$ cat config.mk
export PLATFORM = sky130hd
export DESIGN_NAME = sact_back
export DESIGN_NICKNAME = d
export VERILOG_FILES = /design/src/sact_pkg.sv /design/src/sact_back.sv
export SDC_FILE = /design/constraint.sdc
export NUM_CORES = 1
export LEC_CHECK = 0
export ABC_AREA = 1
export BUFFER_PORTS_ARGS = -buffer_cell sky130_fd_sc_hd__buf_2
export CORE_MARGIN = 5
export CORE_UTILIZATION = 52
export CTS_BUF_LIST = sky130_fd_sc_hd__clkbuf_8
export DETAILED_ROUTE_END_ITERATION = 10
export PLACE_DENSITY = 0.8
export SYNTH_ARGS = -nofsm -noshare
export SYNTH_HDL_FRONTEND = slang
export SYNTH_SLANG_ARGS = --single-unit
$ cat constraint.sdc
create_clock -name clk -period 6.3 [get_ports clk]
set_clock_uncertainty 0.05 [all_clocks]
set_input_delay 0.945 -clock clk [delete_from_list [all_inputs] [get_ports clk]]
set_output_delay 0.945 -clock clk [all_outputs]
set_load 0.05 [all_outputs]
$ cat src/sact_pkg.sv
`timescale 1ns / 1ps

package sact_pkg;

    localparam int LINES_DEF       = 256;
    localparam int ADDRESS_BITS_DEF = 48;

    localparam int STAMP_W     = 48;
    localparam int COUNT_W     = 32;
    localparam int OUT_FIELDS_W = 3 + 3 * COUNT_W;
    localparam int OUT_W       = ((OUT_FIELDS_W + 7) / 8) * 8;
    localparam int CFG_ADDR_W  = 4;
    localparam int CFG_DATA_W  = 32;
    localparam int QUEUE_DEPTH = 2;

    localparam logic [1:0] REG_OFFSET_BITS = 2'd0;
    localparam logic [1:0] REG_SET_BITS    = 2'd1;
    localparam logic [1:0] REG_WAY_BITS    = 2'd2;
    localparam logic [1:0] REG_LRU_MODE    = 2'd3;

    typedef struct packed {
        logic [5:0] offset_bits;
        logic [3:0] set_bits;
        logic [3:0] way_bits;
        logic       lru_mode;
    } cfg_t;

    typedef enum logic [1:0] {
        ST_CLEAR,
        ST_IDLE,
        ST_LOOKUP,
        ST_WRITE
    } back_state_t;

endpackage

$ cat src/sact_back.sv
`timescale 1ns / 1ps

module sact_back #(
    parameter int LINES = 256,
    parameter int ADDRESS_BITS = 48,
    localparam int IDX_W = (LINES > 1) ? $clog2(LINES) : 1,
    localparam int ENTRY_W = 1 + ADDRESS_BITS + 2 * IDX_W,
    localparam int LINE_W = 1 + ADDRESS_BITS + sact_pkg::STAMP_W
) (
    input  logic                       clk,
    input  logic                       rst_n,
    input  sact_pkg::cfg_t             cfg,
    input  logic                       q_valid,
    input  logic [ENTRY_W-1:0]         q_data,
    output logic                       q_pop,
    output logic                       ram_we,
    output logic [IDX_W-1:0]           ram_waddr,
    output logic [LINE_W-1:0]          ram_wdata,
    output logic                       ram_re,
    output logic [IDX_W-1:0]           ram_raddr,
    input  logic [LINE_W-1:0]          ram_rdata,
    output logic                       clearing,
    output logic                       m_tvalid,
    input  logic                       m_tready,
    output logic [sact_pkg::OUT_W-1:0] m_tdata
);

    localparam int SW = sact_pkg::STAMP_W;
    localparam int CW = sact_pkg::COUNT_W;
    localparam logic [IDX_W-1:0] LAST_LINE = IDX_W'(LINES - 1);

    function automatic logic [CW-1:0] sat_inc(input logic [CW-1:0] v);
        return (v == {CW{1'b1}}) ? v : v + CW'(1);
    endfunction

    sact_pkg::back_state_t state_reg, state_next;

    logic [IDX_W-1:0]        clr_reg, clr_next;
    logic                    wr_flag_reg, wr_flag_next;
    logic [ADDRESS_BITS-1:0] tag_reg, tag_next;
    logic [IDX_W-1:0]        base_reg, base_next;
    logic [IDX_W-1:0]        ways_m1_reg, ways_m1_next;
    logic [IDX_W-1:0]        rd_w_reg, rd_w_next;
    logic                    issued_all_reg, issued_all_next;
    logic                    pend_reg, pend_next;
    logic [IDX_W-1:0]        eval_idx_reg, eval_idx_next;
    logic                    eval_last_reg, eval_last_next;
    logic                    have_empty_reg, have_empty_next;
    logic                    have_oldest_reg, have_oldest_next;
    logic [SW-1:0]           oldest_reg, oldest_next;
    logic [IDX_W-1:0]        victim_reg, victim_next;
    logic                    hit_reg, hit_next;
    logic [IDX_W-1:0]        target_reg, target_next;
    logic [SW-1:0]           stamp_reg, stamp_next;
    logic [CW-1:0]           hits_reg, hits_next;
    logic [CW-1:0]           misses_reg, misses_next;
    logic [CW-1:0]           writes_reg, writes_next;
    logic                    out_valid_reg, out_valid_next;
    logic [sact_pkg::OUT_W-1:0] out_data_reg, out_data_next;

    logic                    line_v;
    logic [ADDRESS_BITS-1:0] line_tag;
    logic [SW-1:0]           line_stamp;
    logic                    hit_now;
    logic                    can_out;

    assign line_v     = ram_rdata[LINE_W-1];
    assign line_tag   = ram_rdata[LINE_W-2:SW];
    assign line_stamp = ram_rdata[SW-1:0];
    assign can_out    = !out_valid_reg || m_tready;

    always_comb
    begin
        state_next       = state_reg;
        clr_next         = clr_reg;
        wr_flag_next     = wr_flag_reg;
        tag_next         = tag_reg;
        base_next        = base_reg;
        ways_m1_next     = ways_m1_reg;
        rd_w_next        = rd_w_reg;
        issued_all_next  = issued_all_reg;
        pend_next        = pend_reg;
        eval_idx_next    = eval_idx_reg;
        eval_last_next   = eval_last_reg;
        have_empty_next  = have_empty_reg;
        have_oldest_next = have_oldest_reg;
        oldest_next      = oldest_reg;
        victim_next      = victim_reg;
        hit_next         = hit_reg;
        target_next      = target_reg;
        stamp_next       = stamp_reg;
        hits_next        = hits_reg;
        misses_next      = misses_reg;
        writes_next      = writes_reg;
        out_valid_next   = out_valid_reg && !m_tready;
        out_data_next    = out_data_reg;
        hit_now          = 1'b0;
        q_pop            = 1'b0;
        ram_we           = 1'b0;
        ram_waddr        = target_reg;
        ram_wdata        = {1'b1, tag_reg, stamp_reg};
        ram_re           = 1'b0;
        ram_raddr        = base_reg + rd_w_reg;

        unique case (state_reg)
            sact_pkg::ST_CLEAR:
            begin
                ram_we    = 1'b1;
                ram_waddr = clr_reg;
                ram_wdata = '0;
                clr_next  = clr_reg + IDX_W'(1);
                if (clr_reg == LAST_LINE)
                begin
                    state_next = sact_pkg::ST_IDLE;
                end
            end

            sact_pkg::ST_IDLE:
            begin
                if (q_valid)
                begin
                    q_pop            = 1'b1;
                    ways_m1_next     = q_data[IDX_W-1:0];
                    base_next        = q_data[2*IDX_W-1:IDX_W];
                    tag_next         = q_data[2*IDX_W+ADDRESS_BITS-1:2*IDX_W];
                    wr_flag_next     = q_data[ENTRY_W-1];
                    rd_w_next        = '0;
                    issued_all_next  = 1'b0;
                    pend_next        = 1'b0;
                    have_empty_next  = 1'b0;
                    have_oldest_next = 1'b0;
                    hit_next         = 1'b0;
                    state_next       = sact_pkg::ST_LOOKUP;
                end
            end

            sact_pkg::ST_LOOKUP:
            begin
                if (!issued_all_reg)
                begin
                    ram_re          = 1'b1;
                    pend_next       = 1'b1;
                    eval_idx_next   = ram_raddr;
                    eval_last_next  = (rd_w_reg == ways_m1_reg);
                    issued_all_next = (rd_w_reg == ways_m1_reg);
                    rd_w_next       = rd_w_reg + IDX_W'(1);
                end
                else
                begin
                    pend_next = 1'b0;
                end
                if (pend_reg)
                begin
                    if (!line_v)
                    begin
                        if (!have_empty_reg)
                        begin
                            have_empty_next = 1'b1;
                            victim_next     = eval_idx_reg;
                        end
                    end
                    else
                    begin
                        if (!have_empty_reg && (!have_oldest_reg || line_stamp < oldest_reg))
                        begin
                            have_oldest_next = 1'b1;
                            oldest_next      = line_stamp;
                            victim_next      = eval_idx_reg;
                        end
                        hit_now = (line_tag == tag_reg);
                    end
                    if (hit_now || eval_last_reg)
                    begin
                        hit_next    = hit_now;
                        target_next = hit_now ? eval_idx_reg : victim_next;
                        state_next  = sact_pkg::ST_WRITE;
                    end
                end
            end

            sact_pkg::ST_WRITE:
            begin
                if (can_out)
                begin
                    ram_we      = !hit_reg || cfg.lru_mode;
                    hits_next   = hit_reg ? sat_inc(hits_reg) : hits_reg;
                    misses_next = hit_reg ? misses_reg : sat_inc(misses_reg);
                    writes_next = wr_flag_reg ? sat_inc(writes_reg) : writes_reg;
                    stamp_next  = stamp_reg + SW'(1);
                    out_valid_next = 1'b1;
                    out_data_next  = sact_pkg::OUT_W'({writes_next, misses_next, hits_next,
                                                       wr_flag_reg, !hit_reg, hit_reg});
                    state_next  = sact_pkg::ST_IDLE;
                end
            end

            default:
            begin
                state_next = sact_pkg::ST_IDLE;
            end
        endcase
    end

    always_ff @(posedge clk or negedge rst_n)
    begin
        if (!rst_n)
        begin
            state_reg       <= sact_pkg::ST_CLEAR;
            clr_reg         <= '0;
            issued_all_reg  <= 1'b0;
            pend_reg        <= 1'b0;
            have_empty_reg  <= 1'b0;
            have_oldest_reg <= 1'b0;
            hit_reg         <= 1'b0;
            stamp_reg       <= '0;
            hits_reg        <= '0;
            misses_reg      <= '0;
            writes_reg      <= '0;
            out_valid_reg   <= 1'b0;
        end
        else
        begin
            state_reg       <= state_next;
            clr_reg         <= clr_next;
            issued_all_reg  <= issued_all_next;
            pend_reg        <= pend_next;
            have_empty_reg  <= have_empty_next;
            have_oldest_reg <= have_oldest_next;
            hit_reg         <= hit_next;
            stamp_reg       <= stamp_next;
            hits_reg        <= hits_next;
            misses_reg      <= misses_next;
            writes_reg      <= writes_next;
            out_valid_reg   <= out_valid_next;
        end
    end

    always_ff @(posedge clk)
    begin
        wr_flag_reg   <= wr_flag_next;
        tag_reg       <= tag_next;
        base_reg      <= base_next;
        ways_m1_reg   <= ways_m1_next;
        rd_w_reg      <= rd_w_next;
        eval_idx_reg  <= eval_idx_next;
        eval_last_reg <= eval_last_next;
        oldest_reg    <= oldest_next;
        victim_reg    <= victim_next;
        target_reg    <= target_next;
        out_data_reg  <= out_data_next;
    end

    assign clearing = (state_reg == sact_pkg::ST_CLEAR);
    assign m_tvalid = out_valid_reg;
    assign m_tdata  = out_data_reg;

endmodule

# Word-level counts from Yosys, hierarchy flattened
# Index checks and enable logic that the tools add are counted.
dict set report totals {
  input_bits 181
  wordCells 121
  out_inout_bits 222
  reg_bits 405
}
dict set report op_classes {
  reduce_logical 25
  n_eq_ne 18
  order_cmp 1
  mux 46
  add_sub_neg 7
  n_bitwise 1
}
# operator count
set op_table {}
lappend op_table {{$mux W32} 6}
lappend op_table {{$mux W97} 1}
lappend op_table {{$add A32 B1 Y32 const B} 3}
lappend op_table {{$eq A32 B32 Y1 const B} 3}
lappend op_table {{$mux W8} 7}
lappend op_table {{$add A48 B1 Y48 const B} 1}
lappend op_table {{$eq A48 B48 Y1} 1}
lappend op_table {{$lt A48 B48 Y1} 1}
lappend op_table {{$mux W1} 19}
lappend op_table {{$add A8 B1 Y8 const B} 2}
lappend op_table {{$ne A2 B2 Y1 const B} 8}
lappend op_table {{$pmux W8 S2} 1}
lappend op_table {{$pmux W1 S2} 6}
lappend op_table {{$reduce_and A4 Y1} 3}
lappend op_table {{$mux W2} 5}
lappend op_table {{$reduce_and A2 Y1} 5}
lappend op_table {{$reduce_and A5 Y1} 2}
lappend op_table {{$add A8 B8 Y8} 1}
lappend op_table {{$eq A8 B8 Y1} 1}
lappend op_table {{$eq A8 B8 Y1 const B} 1}
lappend op_table {{$pmux W2 S4} 1}
lappend op_table {{$reduce_and A3 Y1} 2}
lappend op_table {{$logic_not A1 Y1} 5}
lappend op_table {{$eq A2 B2 Y1 const B} 2}
lappend op_table {{other kinds (7)} 11}

# Logic depth before layout (Yosys ltp)
# Gate-level depths: netlist (run 1).
dict set report depth {
  ltp_word 8
  mapped_depth 19
  ltp_nobuf 19
}

# Worst setup path after synthesis (run 1)
# Ideal clock, no wire load.
dict set report synth_path {
  kind {input -> register}
  start {in ram_rdata[35]}
  end {reg oldest_reg[0] (enable)}
  setup_ps 573
  setup_slack_ps -1138
  path_buffers 0
  cell_stages 13
  arrival_ps 6815
  path_cell_list {ha_1 > nand2_1 > nor2_1 > and2_1 > nand2_1 > inv_1 > nand2_1 > nand2_1 > nor2_1 > nand2_1 > nand2_1 > nand2_1 > nor4_1}
}
dict set report synth_between {
  elab_chain_cells 4
}
# item line
set synth_lines {}
lappend synth_lines {{start: declaration} sact_back.sv:21} ;# input logic [LINE_W-1:0] ram_rdata,
lappend synth_lines {{$lt A48 B48 Y1} sact_back.sv:164} ;# if (!have_empty_reg && (!have_oldest_reg || line_stamp < oldest_reg))
lappend synth_lines {{$logic_or A1 B1 Y1} sact_back.sv:164}
lappend synth_lines {{$logic_and A1 B1 Y1} sact_back.sv:164}
lappend synth_lines {{$reduce_and A4 Y1 (no line)} --}
lappend synth_lines {{end signal: assignment} sact_back.sv:247} ;# oldest_reg <= oldest_next;
lappend synth_lines {{end: declaration} sact_back.sv:50} ;# logic [SW-1:0] oldest_reg, oldest_next;
# No other way between the ends.
# A chain may end at the register's enable or synchronous reset.

# Worst setup path in the final report (run 1)
dict set report layout_path {
  start {reg state_reg[1]}
  end {out ram_waddr[0]}
}
dict set report layout_between {
  elab_chain_cells 2
}
# item line
set layout_lines {}
lappend layout_lines {{start: declaration} sact_back.sv:36} ;# sact_pkg::back_state_t state_reg, state_next;
lappend layout_lines {{start signal: assignment} sact_back.sv:208} ;# state_reg <= sact_pkg::ST_CLEAR;
lappend layout_lines {{start signal: assignment} sact_back.sv:223} ;# state_reg <= state_next;
lappend layout_lines {{$logic_not A2 Y1} sact_back.sv:105} ;# unique case (state_reg)
lappend layout_lines {{$mux W8} sact_back.sv:105}
lappend layout_lines {{end: declaration} sact_back.sv:17} ;# output logic [IDX_W-1:0] ram_waddr,
# No other way between the ends.

==> results of run 1 <==
==> power groups by stage <==
stage               sequential (mW)  combinational, mW  clock [mW]
finish                         2.81              0.159        2.33
global route                   2.80              0.181        2.54
CTS                            2.81              0.161        2.39
detailed placement             2.86              0.159           0
global placement               2.86              0.153           0
floorplan                      2.86             0.0620           0
==> cell usage in the layout, fill, tap and decap left out, types with 3 or more instances in the layout <==
cell          n
diode_2       3
nor4b_1       3
clkbuf_8     80
nor4_1       25
xnor2_1      23
nor2_1      256
inv_1       377
o21ai_0     198
ha_1         64
dfrtp_1     160
nand4_1      53
nor2_2        5
nand2_1     510
nor3_2        5
nor2_4        8
nand3_2       6
nand3b_1      5
conb_1        5
clkinv_2     10
clkinvlp_4    5
xor2_1      154
nand4_2       3
inv_2         4
buf_4         9
a21oi_1      43
nand3_1      69
nand2_2       7
edfxtp_1    245
clkinv_1      8
a31oi_1       4
nor3b_1       3
or2_2        10
o21ai_1       4
nor3_1       82
inv_6         3
buf_2       382
==> routing by layer <==
metal  track usage, %  vias up  routed length (um)  share of wire [%]
li1                 -     8595                   -                  -
met1             30.2     8337               22600                 39
met2             42.5      633               28100                 49
met3             6.05      133                4120                7.2
met4             10.9        2                2440                4.3
met5                0        -                   7              0.012
==> stage by stage <==
stage	utilization (%)	std cells	hold WS, ns	instance area [sq um]	setup WS (ns)
after floorplan	-	2394	0.392	21400	0.885
after global placement	58.6	3259	0.406	23900	2.46
after detailed placement	58.6	3259	0.413	23900	2.33
after CTS	61.9	3386	0.377	25200	2.01
after global routing	61.9	3389	0.403	25200	1.80
final	61.9	3389	0.369	25200	2.10
==> synth_stat cells (all sizes together) <==
master	n
a21o	1
fa	1
o21a	2
nand3	76
edfxtp	245
nand3b	5
o21ai	202
o22ai	1
a41oi	1
inv	364
ha	65
nand2	519
nor3	89
or3b	2
and2	2
or2	10
conb	1
nor2	270
xnor2	23
dfrtp	160
clkbuf	44
nor4	28
buf	15
nor3b	3
o2111ai	1
xor2	154
nor4b	3
a21oi	43
nand4	56
a31oi	4
==> final timing paths <==
| path | slack (ns) | depth (start not counted) | to |
|---|---|---|---|
| worst max-delay path | 2.10 | 5 | ram_waddr[0] |
| max in group asynchronous | 4.39 | 2 | hits_reg[8] |
| min in group clk | 0.43 | 1 | stamp_reg[47] |
| worst max register to register | 2.98 | 14 | oldest_reg[12] |
| worst min-delay path | 0.37 | 1 | writes_reg[30] |
| worst min register to register | 0.43 | 1 | stamp_reg[47] |
==> area by class of cell <==
class	instances	area (sq um)	area share, %
Sequential cell	405	11400	45.0
Multi-Input combinational cell	1566	8470	33.6
Timing Repair Buffer	392	1990	7.89
Inverter	364	1380	5.46
Clock buffer	80	1100	4.36
Tap cell	532	666	2.64
Clock inverter	47	256	1.02
Antenna cell	3	7.51	0.0298
==> logic make-up after synthesis <==
kind of cell	after synthesis	share of synthesized area [%]
DFF	405	53.1
xor gates and xnor gates	177	7.24
adders and majority gates	66	3.89
buffers and inverters	423	7.53
other	1	0.0175
AOI/OAI and AO/OA	255	6.06
and+or+nand+nor	1063	22.2
==> worst reg2reg max path: stages (launching register included) <==
cell and delay (ns):
edfxtp_1 0.36, inv_1 0.07, ha_1 0.23, a21oi_1 0.13
nor2_1 0.05, nor3_1 0.19, nand2_1 0.09, nand2_1 0.06
nand2_1 0.10, nand2_1 0.08, nand2_1 0.09, nand2_1 0.26
nand2_1 0.33, nor4_4 0.25, buf_4 0.57
==> impl_metrics.py, run 1 <==
metrics = {
    "outcome": {
        "status": "finished clean",
    },
    "cts": {
        "htreeDepth": 3,
        "cts_root_buf": "clkbuf_8",
        "clkLatencyLatePin_ns": 0.64,
        "cts_made_buffers": 70,
        "cts.repair.resized": 0,
        "clock-sinks": 405,
        "post_cts_buffers": 0,
        "cts_tree": "yes",
        "ctsHoldBuffers": 0,
        "path_clk_slew_ns": 0.06,
        "clock_path_buffers": 3,
    },
    "floorplanning": {
        "ios": 403,
        "dieArea_sq_um": 45300,
        "fp.coreArea_sq_um": 40700,
        "start_util_pct": 52.5,
        "num_rows": 74,
        "die_y_um": 213,
        "die_w_um": 213,
    },
    "power_and_ir_drop": {
        "clockPowerShare_pct": 44.0,
        "p_leak_nw": 12.2,
        "switching_share_pct": 22.9,
        "p_int_mw": 4.09,
        "ir_drop_mv": 0.179,
        "p_sw_mw": 1.21,
        "powerDensity_nw_per_um2": 210,
        "power_frac_comb_pct": 3.0,
        "seq_power_share_pct": 53.0,
        "finalPower_mw": 5.30,
    },
    "critical_path": {
        "startpoint": "state_reg[1]",
        "cpPeakStageDelay_ns": 0.91,
        "critPathBufInv": 3,
        "crit_arrival_ns": 3.21,
        "start_kind": "register",
        "r2r_start": "oldest_reg[5]",
        "endpoint_kind": "output pin",
        "path_class": "register to output pin",
        "crit_fanout": 106,
        "cpMostUsedCell": "inv_1",
        "required_ns": 5.30,
        "crit_chain": "inv_1 -> ha_4 -> inv_1 -> o21ai_0 -> buf_2",
        "cp_slowest_cell": "ha_4",
        "critical_path.top_delay_family": "buffers and inverters",
    },
    "timing": {
        "final.setup.tns_ns": 0,
        "tightest_slew_ns": 1.16,
        "hold_viol_final": 0,
        "fin_crit_sh_pct": 66.7,
        "setup_viol": 0,
        "post-route-min-period_ns": 4.20,
        "slew_headroom_pct": 22.8,
        "rsz0062_at_grt": "false",
        "clock.fmax_mhz": 238,
        "slew_viol_final": 0,
    },
    "layout": {
        "fillers": 3446,
        "drive_above_1_share_pct": 19.4,
        "largest_reg_flops": 99,
        "area_delta_synth_final_pct": 17.9,
        "nNetsFinal": 3046,
    },
    "yosys": {
        "ys_ff_latch": 405,
        "ys_seq_area_share_pct": 53.1,
        "synth_cells": 2390,
        "ys_warn_count": 0,
        "synth_cell_types": 47,
        "synth_area_per_cell_sq_um": 8.95,
        "synth_area_leader_cell": "edfxtp_1",
        "synth_area_leaders": "edfxtp_1 (34%), dfrtp_1 (19%), nand2_1 (8.9%)",
        "netlist.area_leader.share_pct": 34.4,
        "netlist_area_sq_um": 21400,
    },
    "place": {
        "gp_congestion": 0.976,
        "dp_hpwl_um": 43000,
        "portBuffers": 383,
    },
    "detailed_routing": {
        "first_pass_iters": 5,
        "vias_per_cell": 5.22,
        "antenna_left": 0,
        "drc": 0,
        "wl_um": 57200,
        "vias": 17700,
        "drt_iter0_drc": 1088,
        "wl_per_cell_um": 16.9,
    },
    "grt": {
        "grt_max_degree": 107,
        "antenna_found_initial": 5,
        "overflow": 0,
        "track_usage_pct": 24.9,
        "grt_first_pass_wirelength_um": 90600,
        "grt_pass1_vias": 18100,
    },
    "job": {
        "maxCapViolations": 0,
    },
    "hold_path": {
        "hp-class": "input port to async pin",
    },
}
(Power assumes the default switching activity.)
==> inputs of run 2 (changes only) <==
--- a/config.mk
+++ b/config.mk
@@ -8,7 +8,7 @@
 export ABC_AREA = 1
 export BUFFER_PORTS_ARGS = -buffer_cell sky130_fd_sc_hd__buf_2
 export CORE_MARGIN = 5
-export CORE_UTILIZATION = 52
+export CORE_UTILIZATION = 55
 export CTS_BUF_LIST = sky130_fd_sc_hd__clkbuf_8
 export DETAILED_ROUTE_END_ITERATION = 10
 export PLACE_DENSITY = 0.8
==> constraint.sdc (replaced) <==
create_clock -name clk -period 4.1 [get_ports clk]
set_clock_uncertainty 0.05 [all_clocks]
set_input_delay 0.615 -clock clk [delete_from_list [all_inputs] [get_ports clk]]
set_output_delay 0.615 -clock clk [all_outputs]
set_load 0.05 [all_outputs]
==> run 2 against run 1 <==
Final area increased by 0.34%. Critical path type unchanged. Critical endpoint is now ram_raddr[7]. Clock power increased by 58%. Die area down 5.2%. Count of clock-buffer cells in the layout down 3. Non-clock buffer count rose by 4. Global-route usage rose by 1.1 points.
==> impl_metrics.py, run 2 (same netlist as run 1, synthesis figures left out) <==
metrics = {
    "timing": {
        "slew_headroom_pct": 22.7,
        "final.setup.tns_ns": 0,
        "setup_viol": 0,
        "rsz0062_at_grt": "false",
        "hold_viol_final": 0,
        "post-route-min-period_ns": 3.71,
        "clock.fmax_mhz": 270,
        "fin_crit_sh_pct": 90.5,
        "tightest_slew_ns": 1.16,
        "layout_setup_ws_ns": 0.391,
        "slew_viol_final": 0,
    },
    "place": {
        "portBuffers": 383,
        "gp_congestion": 0.939,
        "placed_area_sq_um": 23900,
        "preCtsSetupSlack_ns": 0.664,
        "dp_hpwl_um": 43300,
        "numPlacedInstances": 3249,
    },
    "cts": {
        "clock-sinks": 405,
        "htreeDepth": 3,
        "cts_root_buf": "clkbuf_8",
        "cts_tree": "yes",
        "clkLatencyLatePin_ns": 0.61,
        "cts_made_buffers": 70,
        "clock_path_buffers": 3,
        "cts.repair.resized": 0,
        "path_clk_slew_ns": 0.07,
        "ctsHoldBuffers": 0,
        "post_cts_buffers": 0,
    },
    "critical_path": {
        "crit_arrival_ns": 3.04,
        "crit_fanout": 5,
        "cpPeakStageDelay_ns": 0.50,
        "startpoint": "rd_w_reg[2]",
        "r2r_start": "oldest_reg[35]",
        "path_class": "register to output pin",
        "required_ns": 3.43,
        "ff2ff_path_depth": 15,
        "endpoint_kind": "output pin",
        "r2r_slack_ns": 1.00,
        "cp-endpoint": "ram_raddr[7]",
        "crit_chain": "ha_1 -> a21oi_1 -> nand2_1 -> a21oi_1 -> inv_1 -> a21oi_1 -> nor2_1 -> nor2_1 -> nor2_1 -> nor2_1 -> xor2_1 -> buf_2",
        "cpMostUsedCell": "nor2_1",
        "r2r-end": "oldest_reg[14]",
        "cp_slowest_cell": "edfxtp_1",
        "start_kind": "register",
    },
    "grt": {
        "grt_first_pass_wirelength_um": 91600,
        "grt_max_degree": 265,
        "track_usage_pct": 26.0,
        "overflow": 0,
        "antenna_found_initial": 5,
        "grt_pass1_vias": 18200,
    },
    "floorplanning": {
        "die_w_um": 207,
        "start_util_pct": 55.5,
        "dieArea_sq_um": 43000,
        "ios": 403,
        "fp.coreArea_sq_um": 38600,
        "die_y_um": 207,
        "num_rows": 72,
    },
    "layout": {
        "mostFrequentLayoutCells": "nand2_1 (510), inv_1 (384), buf_2 (382)",
        "nNetsFinal": 3050,
        "largest_reg_flops": 99,
        "final_cells": 3379,
        "final_common_cell": "nand2_1",
        "area_delta_synth_final_pct": 18.3,
        "drive_above_1_share_pct": 19.3,
        "stdcell_area_sq_um": 25300,
    },
    "detailed_routing": {
        "wl_per_cell_um": 17.0,
        "drc": 0,
        "vias": 17800,
        "wl_um": 57300,
        "antenna_left": 0,
        "first_pass_iters": 5,
        "vias_per_cell": 5.26,
        "drt_iter0_drc": 1101,
    },
    "hold_path": {
        "hp-class": "input port to async pin",
    },
    "job": {
        "maxCapViolations": 0,
    },
    "power_and_ir_drop": {
        "p_leak_nw": 12.2,
        "finalPower_mw": 8.25,
        "powerDensity_nw_per_um2": 326,
        "ir_drop_mv": 0.256,
    },
    "outcome": {
        "status": "finished clean",
    },
}
==> run 2: changes by cell type in the layout (fill, tap and decap cells not counted), moves of 3 or more <==
| cell | previous run | this run |
|---|---|---|
| bufinv_16 | 1 | 5 |
| clkbuf_8 | 80 | 77 |
| inv_1 | 377 | 384 |
| inv_6 | 3 | 0 |
==> run 2: worst max-delay path, delay by kind of cell, from the launching register on <==
| family | cells | cell delay [ns] |
|---|---|---|
| compound gates | 3 | 0.49 |
| xor+xnor | 1 | 0.27 |
| fa+ha+maj | 1 | 0.39 |
| buf+inv | 2 | 0.38 |
| flops | 1 | 0.50 |
| simple gates | 5 | 0.42 |
==> run 2: worst min path at each step <==
stage	from	to	slack, ns	depth (start not counted)
2_1_floorplan	rst_n	clr_reg[0]	0.27	0
3_3_place_gp	stamp_reg[47]	stamp_reg[47]	0.41	1
3_5_place_dp	stamp_reg[47]	stamp_reg[47]	0.43	1
4_1_cts	rst_n	pend_reg	0.08	1
5_1_grt	q_data[16]	tag_reg[0]	0.08	1
6_report	rst_n	writes_reg[17]	0.05	1
==> run 2: per-layer routing <==
metal	wire (um)	part of all wire (%)	global-route usage, %	up-vias
li1	-	-	-	8623
met1	22600	39	31.2	8288
met2	28600	50	45.5	684
met3	3820	6.7	5.70	158
met4	2240	3.9	10.8	4
met5	27	0.047	0	-
==> run 2: per-stage QoR <==
step                hold WS [ns]  utilization (%)
finish                    0.0498             65.7
global route              0.0840             65.7
CTS                       0.0799             65.7
detailed placement         0.429             62.0
global placement           0.407             62.0
floorplan                  0.269                -
==> run 2: cell type report <==
cell class	count	area [sq um]
clock inverter	52	352
multi-input combinational	1566	8470
sequential	405	11400
tap	518	648
antenna	1	2.50
inverter	364	1380
fill	3189	13200
clock buffer	77	1060
timing repair buffer	396	2050
==> run 2: power by group <==
group          internal, mW          switching, mW  total, mW
combinational         0.102                  0.147      0.249
clock                  2.05                   1.64       3.69
sequential             4.31  0.0000000000000000267       4.31
total                  6.46                   1.79       8.25
==> inputs of run 3 (changes only) <==
--- a/config.mk
+++ b/config.mk
@@ -5,13 +5,13 @@
 export SDC_FILE = /design/constraint.sdc
 export NUM_CORES = 1
 export LEC_CHECK = 0
-export ABC_AREA = 1
 export BUFFER_PORTS_ARGS = -buffer_cell sky130_fd_sc_hd__buf_2
+export CORE_ASPECT_RATIO = 1.1
 export CORE_MARGIN = 5
 export CORE_UTILIZATION = 55
 export CTS_BUF_LIST = sky130_fd_sc_hd__clkbuf_8
 export DETAILED_ROUTE_END_ITERATION = 10
-export PLACE_DENSITY = 0.8
+export PLACE_DENSITY = 0.81
 export SYNTH_ARGS = -nofsm -noshare
 export SYNTH_HDL_FRONTEND = slang
 export SYNTH_SLANG_ARGS = --single-unit
==> run 3 against run 2 <==
Sequential cell count unchanged. Global-route usage decreased by 2.4 points. Worst hold slack got worse by 0.028 ns. Sequential share of layout area increased by 3.1 points. Worst setup slack improved by 0.12 ns. Power increased by 81%. Critical path type unchanged.
==> impl_metrics.py, run 3 <==
metrics = {
    "grt": {
        "grt_pass1_vias": 14700,
        "overflow": 0,
        "grt_first_pass_wirelength_um": 75700,
        "track_usage_pct": 23.6,
        "antenna_found_initial": 4,
        "grt_max_degree": 98,
    },
    "critical_path": {
        "endpoint_kind": "output pin",
        "r2r_slack_ns": 0.97,
        "startpoint": "rd_w_reg[0]",
        "path_class": "register to output pin",
        "crit_fanout": 5,
        "ff2ff_path_depth": 10,
        "start_kind": "register",
        "cp-endpoint": "ram_raddr[6]",
        "crit_arrival_ns": 2.92,
        "r2r-end": "oldest_reg[5]",
        "required_ns": 3.43,
        "r2r_start": "oldest_reg[14]",
    },
    "yosys": {
        "synth_area_per_cell_sq_um": 11.9,
        "synth_area_leader_cell": "edfxtp_1",
        "netlist.area_leader.share_pct": 37.0,
        "synth_flop_cell": "edfxtp_1",
        "synth_cells": 1673,
        "ys_seq_area_share_pct": 57.1,
        "synth-edff-count": 245,
        "yosysMostFrequentCell": "edfxtp_1",
        "synth_area_leaders": "edfxtp_1 (37%), dfrtp_1 (20%), xnor2_1 (8.8%)",
        "ys_warn_count": 0,
        "netlist_area_sq_um": 19900,
        "ys_ff_latch": 405,
        "postSynth.asyncResetShare_pct": 39.5,
        "synth_cell_types": 68,
        "synth_common_cells": "edfxtp_1 (245), xnor2_1 (200), dfrtp_1 (160)",
    },
    "power_and_ir_drop": {
        "ir_drop_mv": 0.699,
        "powerDensity_nw_per_um2": 629,
        "p_leak_nw": 10.5,
        "finalPower_mw": 14.9,
    },
    "place": {
        "preCtsSetupSlack_ns": 0.676,
        "placed_area_sq_um": 22300,
        "dp_hpwl_um": 36100,
        "portBuffers": 383,
        "gp_congestion": 0.899,
    },
    "timing": {
        "slew_viol_final": 0,
        "setup_viol": 0,
        "clock.fmax_mhz": 279,
        "slew_headroom_pct": 21.0,
        "hold_viol_final": 0,
        "hold_ws_ns": 0.0219,
        "fin_crit_sh_pct": 87.5,
        "post-route-min-period_ns": 3.59,
        "tightest_slew_ns": 1.17,
        "final.setup.tns_ns": 0,
        "layout_setup_ws_ns": 0.513,
        "rsz0062_at_grt": "false",
    },
    "cts": {
        "cts_made_buffers": 68,
        "cts.repair.resized": 0,
        "clkLatencyLatePin_ns": 0.59,
        "path_clk_slew_ns": 0.06,
        "clock-sinks": 405,
        "cts_tree": "yes",
        "cts_root_buf": "clkbuf_8",
        "clock_path_buffers": 3,
        "post_cts_buffers": 0,
        "ctsHoldBuffers": 0,
        "htreeDepth": 3,
    },
    "job": {
        "maxCapViolations": 0,
    },
    "layout": {
        "final_common_cell": "buf_2",
        "nNetsFinal": 2334,
        "drive_above_1_share_pct": 25.2,
        "largest_reg_flops": 99,
        "stdcell_area_sq_um": 23700,
        "mostFrequentLayoutCells": "buf_2 (382), edfxtp_1 (245), xnor2_1 (200)",
        "area_delta_synth_final_pct": 19.1,
    },
    "detailed_routing": {
        "drt_iter0_drc": 813,
        "wl_met2_um": 23900,
        "met1_length_um": 18700,
        "routed-wl-met3_um": 3500,
        "drc": 0,
        "vias": 14300,
        "wl_um": 48300,
        "vias_per_cell": 5.43,
        "top_layer_used": "met5",
        "antenna_left": 0,
        "wl_per_cell_um": 18.3,
        "first_pass_iters": 5,
    },
    "hold_path": {
        "hp-class": "input port to async pin",
    },
    "floorplanning": {
        "ios": 403,
        "die_y_um": 209,
        "num_rows": 73,
        "dieArea_sq_um": 40100,
        "die_w_um": 191,
        "start_util_pct": 55.3,
        "fp.coreArea_sq_um": 36000,
    },
    "outcome": {
        "status": "finished clean",
    },
}
==> run 3: cell count changes in the layout (fill, tap and decap cells not counted), sizes merged, moves of 22 or more <==
| cell | change |
|---|---|
| and2 | +28 |
| and3 | +22 |
| and4 | +22 |
| inv | -291 |
| mux2 | +23 |
| nand2 | -392 |
| nand4 | +34 |
| nor2 | -190 |
| nor2b | +105 |
| nor3 | -28 |
| o21ai | -191 |
| xnor2 | +177 |
| xor2 | -48 |
==> run 3: kinds of logic (layout without fill, tap and decap cells) <==
kind of cell	count (synthesis)	count (layout)	share of synthesized area, %
AOI/OAI and AO/OA	100	100	3.70
xor gates and xnor gates	306	306	13.5
adders and majority gates	66	66	4.19
buffers and inverters	135	600	2.82
DFF	405	405	57.1
muxes	23	23	1.32
other	1	7	0.0188
and+or+nand+nor	637	637	17.4
==> run 3: metrics by stage <==
stage | utilization [%] | instances
after floorplan | - | 1677
after global placement | 62.1 | 2504
after detailed placement | 62.1 | 2504
after CTS | 65.9 | 2629
after global routing | 65.9 | 2631
final | 65.9 | 2631
==> run 3: worst min path at each step <==
stage,startpoint,endpoint,slack [ns],depth (start not counted)
floorplan,rst_n,clr_reg[0],0.27,0
global placement,stamp_reg[47],stamp_reg[47],0.41,1
detailed placement,stamp_reg[47],stamp_reg[47],0.41,1
CTS,rst_n,misses_reg[14],0.05,1
global route,rst_n,misses_reg[16],0.07,1
finish,rst_n,misses_reg[14],0.02,1
==> run 3: layer usage <==
metal	up-vias	global-route usage, %
li1	6724	-
met1	6922	28.0
met2	526	40.3
met3	125	6.04
met4	2	11.0
met5	-	0
==> run 3: power by group <==
group | switching [mW] | leakage [nW] | internal [mW]
logic | 4.14 | 5.31 | 1.38
registers | 0.495 | 4.45 | 5.31
clock network | 1.64 | 0.770 | 1.94
total | 6.27 | 10.5 | 8.63
==> run 3: area by class of cell <==
class | instances | area (sq um)
fill | 2726 | 12300
sequential | 405 | 11400
multi-input combinational | 1137 | 8010
timing repair buffer | 397 | 2070
clock buffer | 78 | 1070
tap | 487 | 609
inverter | 78 | 295
clock inverter | 47 | 285
antenna | 2 | 5.00
==> run 3: critical path: stages, from the launching register on <==
cell      delay (ns)
edfxtp_1        0.45
ha_1            0.21
inv_1           0.06
fa_1            0.41
inv_1           0.07
a21oi_1         0.06
o21bai_1        0.22
a21o_1          0.16
a21oi_1         0.08
xnor2_1         0.29
buf_2           0.33
